===== src/hdl/projection_ratio_stats_core_defines.svh =====
// Assertion macros shared by the projection ratio statistics design.
`ifndef PROJECTION_RATIO_STATS_CORE_DEFINES_SVH
`define PROJECTION_RATIO_STATS_CORE_DEFINES_SVH

// Same-cycle implication, checked outside reset.
`define PRS_ASSERT_NOW(label, clk, rstn, ante, cons) \
    label: assert property (@(posedge clk) disable iff (!(rstn)) (ante) |-> (cons)) \
        else $error("prs assertion failed");

// Next-cycle implication, checked outside reset.
`define PRS_ASSERT_NEXT(label, clk, rstn, ante, cons) \
    label: assert property (@(posedge clk) disable iff (!(rstn)) (ante) |=> (cons)) \
        else $error("prs assertion failed");

`endif


===== src/hdl/prs_pkg.sv =====
// Package with shared constants, codes, state type and control structs.
package prs_pkg;

    localparam int VEC_MAX_DEF  = 4096;
    localparam int NUM_BINS_DEF = 64;

    localparam int VLEN_W  = 13;
    localparam int IDX_W   = 12;
    localparam int VAL_W   = 16;
    localparam int GRP_W   = 6;
    localparam int LEAK_W  = 16;
    localparam int SUM_W   = 36;
    localparam int MAX_W   = 16;
    localparam int CNT_W   = 20;
    localparam int ACC_W   = 48;
    localparam int HALF_W  = 24;
    localparam int SQR_W   = 96;
    localparam int CAND_W  = 80;
    localparam int QN_W    = 64;
    localparam int BIN_W   = SUM_W + MAX_W + CNT_W;

    localparam logic [VLEN_W-1:0] VLEN_RESET = 13'd4096;
    localparam logic [VLEN_W-1:0] POS_LIMIT  = 13'd8191;
    localparam logic [SUM_W-1:0]  SUM_LIMIT  = '1;
    localparam logic [CNT_W-1:0]  CNT_LIMIT  = '1;

    localparam logic [1:0] REQ_LOAD   = 2'd0;
    localparam logic [1:0] REQ_SAMPLE = 2'd1;
    localparam logic [1:0] REQ_READ   = 2'd2;

    localparam logic RESP_ROW  = 1'b0;
    localparam logic RESP_STAT = 1'b1;

    typedef enum logic [3:0] {
        ST_IDLE,
        ST_DECODE,
        ST_MAC_MUL,
        ST_MAC_ACC,
        ST_CHECK,
        ST_SQ0,
        ST_SQ1,
        ST_SQ2,
        ST_SQ3,
        ST_ROOT_ADD,
        ST_ROOT_CMP,
        ST_BIN_RD,
        ST_ROW_OUT,
        ST_STAT_RD,
        ST_STAT_OUT
    } prs_state_t;

    typedef struct packed {
        logic in_ready;
        logic dir_wr;
        logic dir_rd;
        logic mac_mul;
        logic mac_acc;
        logic leak_clr;
        logic sq0;
        logic sq1;
        logic sq2;
        logic sq3;
        logic root_add;
        logic root_cmp;
        logic bin_rd;
        logic row_done;
        logic stat_out;
    } prs_cmd_t;

    typedef struct packed {
        logic [1:0] req_type;
        logic       row_last;
        logic       row_bad;
        logic       norm_zero;
        logic       bit_zero;
        logic       out_busy;
    } prs_status_t;

endpackage


===== src/hdl/prs_ctrl.sv =====
// Controller state machine that sequences the datapath for each input beat.
module prs_ctrl import prs_pkg::*; (
    input  logic        aclk,
    input  logic        aresetn,
    input  logic        in_valid,
    input  prs_status_t sts,
    output prs_cmd_t    cmd
);

    prs_state_t state_reg, state_next;

    always_ff @(posedge aclk) begin
        if (!aresetn) begin
            state_reg <= ST_IDLE;
        end else begin
            state_reg <= state_next;
        end
    end

    always_comb begin
        state_next = state_reg;
        case (state_reg)
            ST_IDLE: begin
                if (in_valid) state_next = ST_DECODE;
            end
            ST_DECODE: begin
                case (sts.req_type)
                    REQ_SAMPLE: state_next = ST_MAC_MUL;
                    REQ_READ:   state_next = ST_STAT_RD;
                    default:    state_next = ST_IDLE;
                endcase
            end
            ST_MAC_MUL: state_next = ST_MAC_ACC;
            ST_MAC_ACC: state_next = sts.row_last ? ST_CHECK : ST_IDLE;
            ST_CHECK: begin
                state_next = (sts.row_bad || sts.norm_zero) ? ST_BIN_RD : ST_SQ0;
            end
            ST_SQ0:      state_next = ST_SQ1;
            ST_SQ1:      state_next = ST_SQ2;
            ST_SQ2:      state_next = ST_SQ3;
            ST_SQ3:      state_next = ST_ROOT_ADD;
            ST_ROOT_ADD: state_next = ST_ROOT_CMP;
            ST_ROOT_CMP: state_next = sts.bit_zero ? ST_BIN_RD : ST_ROOT_ADD;
            ST_BIN_RD:   state_next = ST_ROW_OUT;
            ST_ROW_OUT: begin
                if (!sts.out_busy) state_next = ST_IDLE;
            end
            ST_STAT_RD:  state_next = ST_STAT_OUT;
            ST_STAT_OUT: begin
                if (!sts.out_busy) state_next = ST_IDLE;
            end
            default:     state_next = ST_IDLE;
        endcase
    end

    always_comb begin
        cmd = '0;
        case (state_reg)
            ST_IDLE:     cmd.in_ready = 1'b1;
            ST_DECODE: begin
                cmd.dir_wr = (sts.req_type == REQ_LOAD);
                cmd.dir_rd = (sts.req_type == REQ_SAMPLE);
            end
            ST_MAC_MUL:  cmd.mac_mul  = 1'b1;
            ST_MAC_ACC:  cmd.mac_acc  = 1'b1;
            ST_CHECK:    cmd.leak_clr = 1'b1;
            ST_SQ0:      cmd.sq0      = 1'b1;
            ST_SQ1:      cmd.sq1      = 1'b1;
            ST_SQ2:      cmd.sq2      = 1'b1;
            ST_SQ3:      cmd.sq3      = 1'b1;
            ST_ROOT_ADD: cmd.root_add = 1'b1;
            ST_ROOT_CMP: cmd.root_cmp = 1'b1;
            ST_BIN_RD:   cmd.bin_rd   = 1'b1;
            ST_ROW_OUT:  cmd.row_done = !sts.out_busy;
            ST_STAT_RD:  cmd.bin_rd   = 1'b1;
            ST_STAT_OUT: cmd.stat_out = !sts.out_busy;
            default:     cmd = '0;
        endcase
    end

endmodule


===== config.mk =====
export PLATFORM = sky130hd
export DESIGN_NAME = prs_ctrl
export DESIGN_NICKNAME = d
export VERILOG_FILES = /design/src/hdl/projection_ratio_stats_core_defines.svh /design/src/hdl/prs_pkg.sv /design/src/hdl/prs_ctrl.sv
export SDC_FILE = /design/constraint.sdc
export NUM_CORES = 1
export LEC_CHECK = 0
export BUFFER_PORTS_ARGS = -buffer_cell sky130_fd_sc_hd__buf_2
export CORE_MARGIN = 2
export CORE_UTILIZATION = 35
export CTS_CLUSTER_SIZE = 28
export DETAILED_ROUTE_END_ITERATION = 8
export PLACE_DENSITY = 0.7
export SLEW_MARGIN = 20
export SYNTH_ARGS = -nofsm -noshare
export SYNTH_HDL_FRONTEND = slang
export SYNTH_SLANG_ARGS = --single-unit

===== constraint.sdc =====
create_clock -name aclk -period 3.2 [get_ports aclk]
set_input_delay 0 -clock aclk [delete_from_list [all_inputs] [get_ports aclk]]
set_output_delay 0 -clock aclk [all_outputs]
set_load 0.03 [all_outputs]

==> results of run 1 <==
==> metrics by stage <==
stage	power (mW)	instances	utilization (%)	instance area [um2]	setup WS [ps]
after floorplan	0.155	66	-	454	1620
after global placement	0.180	99	49.2	569	1680
after detailed placement	0.181	99	49.2	569	1660
after CTS	0.246	102	51.2	592	1590
after global routing	0.264	102	51.2	592	1440
final	0.243	102	51.2	592	1600
==> cell usage in the layout (no fill, tap or decap), drive strengths merged <==
| cell | n |
|---|---|
| a211oi | 1 |
| a21oi | 5 |
| a221oi | 1 |
| buf | 24 |
| clkbuf | 3 |
| dfxtp | 4 |
| inv | 3 |
| mux2i | 1 |
| nand2 | 6 |
| nand2b | 4 |
| nand4b | 1 |
| nor2 | 8 |
| nor2b | 2 |
| nor3 | 7 |
| nor3b | 1 |
| nor4 | 2 |
| o211a | 2 |
| o211ai | 1 |
| o21ai | 3 |
| o21ba | 1 |
| o21bai | 1 |
| o221ai | 1 |
| o32ai | 1 |
| or2 | 1 |
| or3 | 1 |
| or4 | 1 |
| or4b | 2 |
==> cell type report <==
type                    instances  share of cell area [%]
multi-input cells              54                    57.5
repair buffers                 24                    20.3
flip-flops and latches          4                    13.5
clock buffers                   3                    3.81
well taps                      14                    2.96
inverters                       3                    1.90
==> worst min-delay path by stage <==
stage / slack [ps] / to / start / cells past startpoint
after floorplan: 70 / cmd[12] / sts[6] / 1
final: 70 / state_reg[1] / aresetn / 3
after detailed placement: 310 / state_reg[1] / sts[0] / 3
after CTS: 60 / state_reg[1] / sts[0] / 3
after global placement: 310 / state_reg[1] / sts[0] / 3
after global routing: 90 / state_reg[0] / aresetn / 3
==> kinds of logic (layout without fill, tap and decap cells) <==
family | after synthesis | after routing | share of synthesized area (%)
flops | 4 | 4 | 17.6
simple gates | 36 | 36 | 44.1
mux | 1 | 1 | 2.20
compound gates | 17 | 17 | 28.6
buf+inv | 8 | 30 | 7.44
==> layer usage <==
layer  routed length, um  up-vias  GRT usage (%)
li1                    -      287              -
met1                 550      234           22.3
met2                 547       29           31.9
met3                 125        0           7.22
met4                   0        0           1.72
met5                   0        -              0
==> worst max-delay path, stage by stage (launching register included) <==
cell and delay [ps]:
sky130_fd_sc_hd__dfxtp_1 590, sky130_fd_sc_hd__nand2b_1 220, sky130_fd_sc_hd__nor4_2 300, sky130_fd_sc_hd__buf_2 250
==> power by group <==
| part | internal [mW] | leakage [nW] | switching, mW |
|---|---|---|---|
| Combinational | 0.0398 | 0.224 | 0.0636 |
| Clock | 0.0420 | 0.0138 | 0.0212 |
| Sequential | 0.0560 | 0.0327 | 0.0209 |
| Total | 0.138 | 0.270 | 0.106 |
==> results.md, run 1 <==
* Number of I/O pins at 25
* Maximum VDD drop at 0.241 mV
* Most numerous cell in the Yosys netlist: sky130_fd_sc_hd__nor2_1
* Fraction of final layout cells with drive strength greater than 1 at 36.4%
* Prevailing post-synth register cell: sky130_fd_sc_hd__dfxtp_1
* Area growth from synthesis to layout at 30.3%
* Number of DRC violations after detailed-routing iteration 0 at 4
* WL per Instance at 12.0 um
* Die X at 40.0 um
* Dominant cells by area after synthesis: sky130_fd_sc_hd__dfxtp_1 (18%), sky130_fd_sc_hd__nor3_1 (7.7%), sky130_fd_sc_hd__nor2_1 (6.6%)
* Maximum fanout along the worst path at 15
* Initial antenna violation count at 0
* Share of flip-flops with an asynchronous set or reset after synthesis at 0%
* Leak Pwr at 0.270 nW
* Total detailed-routing wirelength at 1220 um
* Number of max-cap violations at 0
* Crit Path Class: flop to output port
* Count of hold-fix buffers inserted at cts at 0
* Clock slew at the register clock pins of the worst setup and hold paths at 40 ps
* Num CTS Buffers at 3
* Worst hold path type: input port to flop
* Number of global-route vias before repair at 491
* Average cell area after synthesis at 6.88 um2
* Max H-tree Level at 1
* Most area-hungry cell type in the Yosys netlist: sky130_fd_sc_hd__dfxtp_1
* Weighted congestion reported at the end of routability-driven placement at 0.841
* Fmax at 0.626 GHz
* Critical Path AT at 1600 ps
* Synthesized netlist cell count at 66
* Placed wire-length estimate after detailed placement at 906 um
* Placeable core area at 1160 um2
* Detailed-router iteration count before antenna repair at 4
* Startpoint of the worst-slack reg-to-reg timing path: state_reg[1]
* Post-synth top cells: sky130_fd_sc_hd__nor2_1 (8), sky130_fd_sc_hd__nor3_1 (7), sky130_fd_sc_hd__nand2_1 (6), sky130_fd_sc_hd__a21oi_1 (5)
* Layout net count at 100
* Run status: finished clean
* Resize count post-CTS at 0
* Final hold violations at 0
* Number of diodes at 0
* Final Slew Violations at 0
* Final critical-path share of the clock period at 49.9%
* Critical path launch point type: flop
* Tmin final at 1600 ps
* Count of flip-flops with a built-in enable after synthesis at 0
* Final setup viols at 0
* Overall die area at 1600 um2
* Number of flip-flops in the largest register at 4
* Initial standard-cell utilization of the core at 39.3%
* Remaining max-slew budget at the tightest pin at 63.6%
* Clk root buf: sky130_fd_sc_hd__clkbuf_4
* Worst Clk Skew at 7.36 ps
* Critical Path Source: state_reg[0]
* Critical Path Sink: cmd[12]
* RR Endpoint: state_reg[2]
* Port Buf Inserts at 24
* Layout filler cell count at 114
* Antenna Nets Post-Route at 0
* Worst-margin pin slew at 545 ps
* Area of the multi-input gates at 340 um2
* Via/cell ratio at 5.39
* Ys Warns at 0
* Distinct cells, synth at 30
* Insertion delay to the later sink of the worst-skew pair at 240 ps
* Critical path data required time at 3200 ps
* CTS Buffer Depth at 2
* Worst-case reg-to-reg path depth at 4
* Top cell type's share of synthesized area at 17.6%
* Die Ht at 40.0 um
* Overall global routing resource usage at 18.5%
* Sequential-to-total area share from yosys stat at 17.6%
* Final global-route overflow total at 0
* Smallest hold slack at 66.2 ps
* Floorplan row count at 12
* Global-route wire length before repair at 2040 um
* Maximum number of pins on one net before global-route repair at 18
* Via total after detailed routing at 550
* Remaining DRCs at 0
* Unrepaired setup endpoints after global routing: false
* Number of sinks driven by the clock tree at 4
* Power density over cell area at 411 nW/um2
* Register-to-register path setup slack at 1630 ps
* Sequential cell area at 80.1 um2
* Area of the mapped netlist at 454 um2
* Nets in the synthesized netlist at 76
* Sort of element at the end of the critical path: output port
* TritonCTS clock tree: yes
* Flop and latch count out of synthesis at 4
* Setup repair bufs after CTS at 0
* Setup TNS at 0 ps
Note: power is estimated with default switching activity, not from simulation.
==> run 2: changes to the inputs <==
--- a/config.mk
+++ b/config.mk
@@ -10,7 +10,7 @@
 export CORE_UTILIZATION = 35
 export CTS_CLUSTER_SIZE = 28
 export DETAILED_ROUTE_END_ITERATION = 8
-export PLACE_DENSITY = 0.7
+export PLACE_DENSITY = 0.73
 export SLEW_MARGIN = 20
 export SYNTH_ARGS = -nofsm -noshare
 export SYNTH_HDL_FRONTEND = slang
==> constraint.sdc (replaced) <==
create_clock -name aclk -period 1.45 [get_ports aclk]
set_input_delay 0 -clock aclk [delete_from_list [all_inputs] [get_ports aclk]]
set_output_delay 0 -clock aclk [all_outputs]
set_load 0.03 [all_outputs]
==> run 2 against run 1 <==
Against the previous run: non-clock buffer count is 7 higher; final cell count is 6.9% higher; sequential power is 87% higher; critical path depth is 1 higher; global-route usage is 0.25 points lower; setup slack worse by 1500 ps; register-to-register slack worse by 1500 ps; critical path type is now flop to flop; critical endpoint is now state_reg[2]; largest cell class unchanged.
==> results.md, run 2 (synthesis results as in run 1) <==
* Count of hold-fix buffers inserted at cts at 0 (unchanged)
* Net switching component of the power at 0.244 mW (+130%)
* Setup repair bufs after CTS at 0 (unchanged)
* Leading cell types in the layout, fill and taps excluded: sky130_fd_sc_hd__buf_2 (24), sky130_fd_sc_hd__nor2_1 (8), sky130_fd_sc_hd__nor3_1 (7), sky130_fd_sc_hd__buf_4 (7), sky130_fd_sc_hd__nand2_1 (6)
* Number of DRC violations after detailed-routing iteration 0 at 10 (+6)
* Crit path max-delay cell type: sky130_fd_sc_hd__or4b_1
* Clk root buf: sky130_fd_sc_hd__clkbuf_4
* Number of sinks driven by the clock tree at 4 (unchanged)
* Insertion delay to the later sink of the worst-skew pair at 230 ps (about the same)
* Cells traversed along the worst timing path: or4b_1 -> a221oi_2 -> a21oi_1 -> o21ai_1
* Count of buffering cells on the critical path with inverters included at 0 (-1)
* Worst hold path type: input port to flop
* Leak Pwr at 0.309 nW (+14%)
* Delay-heaviest family, CP: simple AND/OR/NAND/NOR gates
* Unrepaired setup endpoints after global routing: false
* Fraction of final layout cells with drive strength greater than 1 at 44.2% (+7.8 points)
* Die X at 40.0 um (unchanged)
* Final hold violations at 0 (unchanged)
* Port Buf Inserts at 24 (unchanged)
* Critical path launch point type: flop
* Layout filler cell count at 125 (+9.6%)
* Number of max-cap violations at 0 (unchanged)
* Maximum number of pins on one net before global-route repair at 13 (-5)
* Maximum fanout along the worst path at 8 (-7)
* Overall global routing resource usage at 18.3% (-0.25 points)
* Via/cell ratio at 5.50 (+1.9%)
* Number of I/O pins at 25 (unchanged)
* Area growth from synthesis to layout at 45.7%
* Remaining DRCs at 0 (unchanged)
* Switching share of power at 41.9% (-1.6 points)
* Int Pwr at 0.339 mW (+150%)
* Part of the total power dissipated in the clock network at 23.0% (-3.0 points)
* Final Slew Violations at 0 (unchanged)
* Core utilization of the finished layout at 57.3% (+6.1 points)
* Sort of element at the end of the critical path: flop
* Antenna Nets Post-Route at 0 (unchanged)
* CTS Buffer Depth at 2 (unchanged)
* Overall die area at 1600 um2 (unchanged)
* Remaining max-slew budget at the tightest pin at 84.6% (+21 points)
* Max H-tree Level at 1 (unchanged)
* Tmin final at 1350 ps
* Combinational power share at 52.3% (+9.8 points)
* Fmax at 0.740 GHz
* Cell area after placement at 637 um2 (+12%)
* Resize count post-CTS at 1 (+1)
* Clock slew at the register clock pins of the worst setup and hold paths at 40 ps (about the same)
* Global-route wire length before repair at 1970 um (-3.4%)
* Number of global-route vias before repair at 477 (-2.9%)
* Initial antenna violation count at 0 (unchanged)
* Final setup viols at 0 (unchanged)
* Setup TNS at 0 ps (unchanged)
* Worst-margin pin slew at 230 ps (-315 ps)
* Sequential share of power at 24.7% (-6.9 points)
* Final critical-path share of the clock period at 93.2%
* Number of diodes at 0 (unchanged)
* Number of flip-flops in the largest register at 4 (unchanged)
* Die Ht at 40.0 um (unchanged)
* TritonCTS clock tree: yes
* Layout net count at 107 (+7.0%)
* Final global-route overflow total at 0 (unchanged)
* Number of standard cells in the final layout excluding fillers at 109 (+6.9%)
* Initial standard-cell utilization of the core at 39.3% (unchanged)
* Floorplan row count at 12 (unchanged)
* Number of placed cells counting well taps at 106 (+7.1%)
* Run status: finished clean
* Power density over cell area at 880 nW/um2 (+110%)
* Total power of the final layout at 0.582 mW (+140%)
* Post-route standard cell area excluding fillers at 662 um2 (+12%)
* Largest stage delay on the critical path at 540 ps (-50 ps)
* Num CTS Buffers at 3 (unchanged)
* Detailed-router iteration count before antenna repair at 4 (unchanged)
* WL per Instance at 12.5 um (+3.9%)
* Critical path data required time at 1620 ps (-1580 ps)
* Via total after detailed routing at 599 (+8.9%)
* Critical Path AT at 1520 ps (-80 ps)
* Crit Path Class: flop to flop
* Placed wire-length estimate after detailed placement at 1040 um (+15%)
* Leading cell type in the layout, fill and taps excluded: sky130_fd_sc_hd__buf_2
* Total detailed-routing wirelength at 1360 um (+11%)
* Weighted congestion reported at the end of routability-driven placement at 0.941 (+12%)
* Worst Clk Skew at 2.84 ps (-4.52 ps)
* Placeable core area at 1160 um2 (unchanged)
* Maximum VDD drop at 0.582 mV (+140%)
run 2: cell types whose count changed in the layout (fill, tap and decap cells not counted):
cell	delta
sky130_fd_sc_hd__buf_4	+7
sky130_fd_sc_hd__dfxtp_1	-2
sky130_fd_sc_hd__dfxtp_2	+2
sky130_fd_sc_hd__nor4_1	-1
sky130_fd_sc_hd__nor4_4	+1
run 2: path summary, 6_finish.rpt:
kind	from	to	slack, ps	depth (start not counted)
setup / recovery	state_reg[3]	state_reg[2]	100	4
hold / removal	aresetn	state_reg[0]	80	3
setup reg to reg	state_reg[3]	state_reg[2]	100	4
hold reg to reg	state_reg[0]	state_reg[0]	630	3
run 2: layout make-up:
type / count / area [um2] / area share [%]
clock buffer: 3 / 22.5 / 3.40
tap: 14 / 17.5 / 2.65
multi-input combinational: 54 / 355 / 53.7
timing repair buffer: 31 / 173 / 26.1
inverter: 3 / 11.3 / 1.70
sequential: 4 / 82.6 / 12.5
run 2: power by group through the flow:
| stage | logic, mW | clock network (mW) | registers, mW |
|---|---|---|---|
| 6_report | 0.304 | 0.134 | 0.144 |
| 5_1_grt | 0.334 | 0.144 | 0.146 |
| 4_1_cts | 0.305 | 0.138 | 0.143 |
| 3_5_place_dp | 0.304 | 0 | 0.144 |
| 3_3_place_gp | 0.298 | 0 | 0.143 |
| 2_1_floorplan | 0.213 | 0 | 0.136 |
run 2: worst register-to-register path: stages, from the launching register on:
cell	delay, ps
sky130_fd_sc_hd__dfxtp_2	340
sky130_fd_sc_hd__or4b_1	540
sky130_fd_sc_hd__a221oi_2	230
sky130_fd_sc_hd__a21oi_1	70
sky130_fd_sc_hd__o21ai_1	110
run 2: layer usage:
layer,up-vias,track usage (%),share of wire [%]
li1,300,-,-
met3,0,5.00,8.7
met5,-,0,0
met1,272,21.3,44
met4,0,2.59,0
met2,27,33.5,47
run 2: per-stage QoR:
stage | hold WS, ps | worst slack [ps]
6_report | 78.8 | 97.9
5_1_grt | 87.9 | 22.1
4_1_cts | 70.9 | 52.5
3_5_place_dp | 315 | 80.6
3_3_place_gp | 308 | 127
2_1_floorplan | 49.6 | 35.0
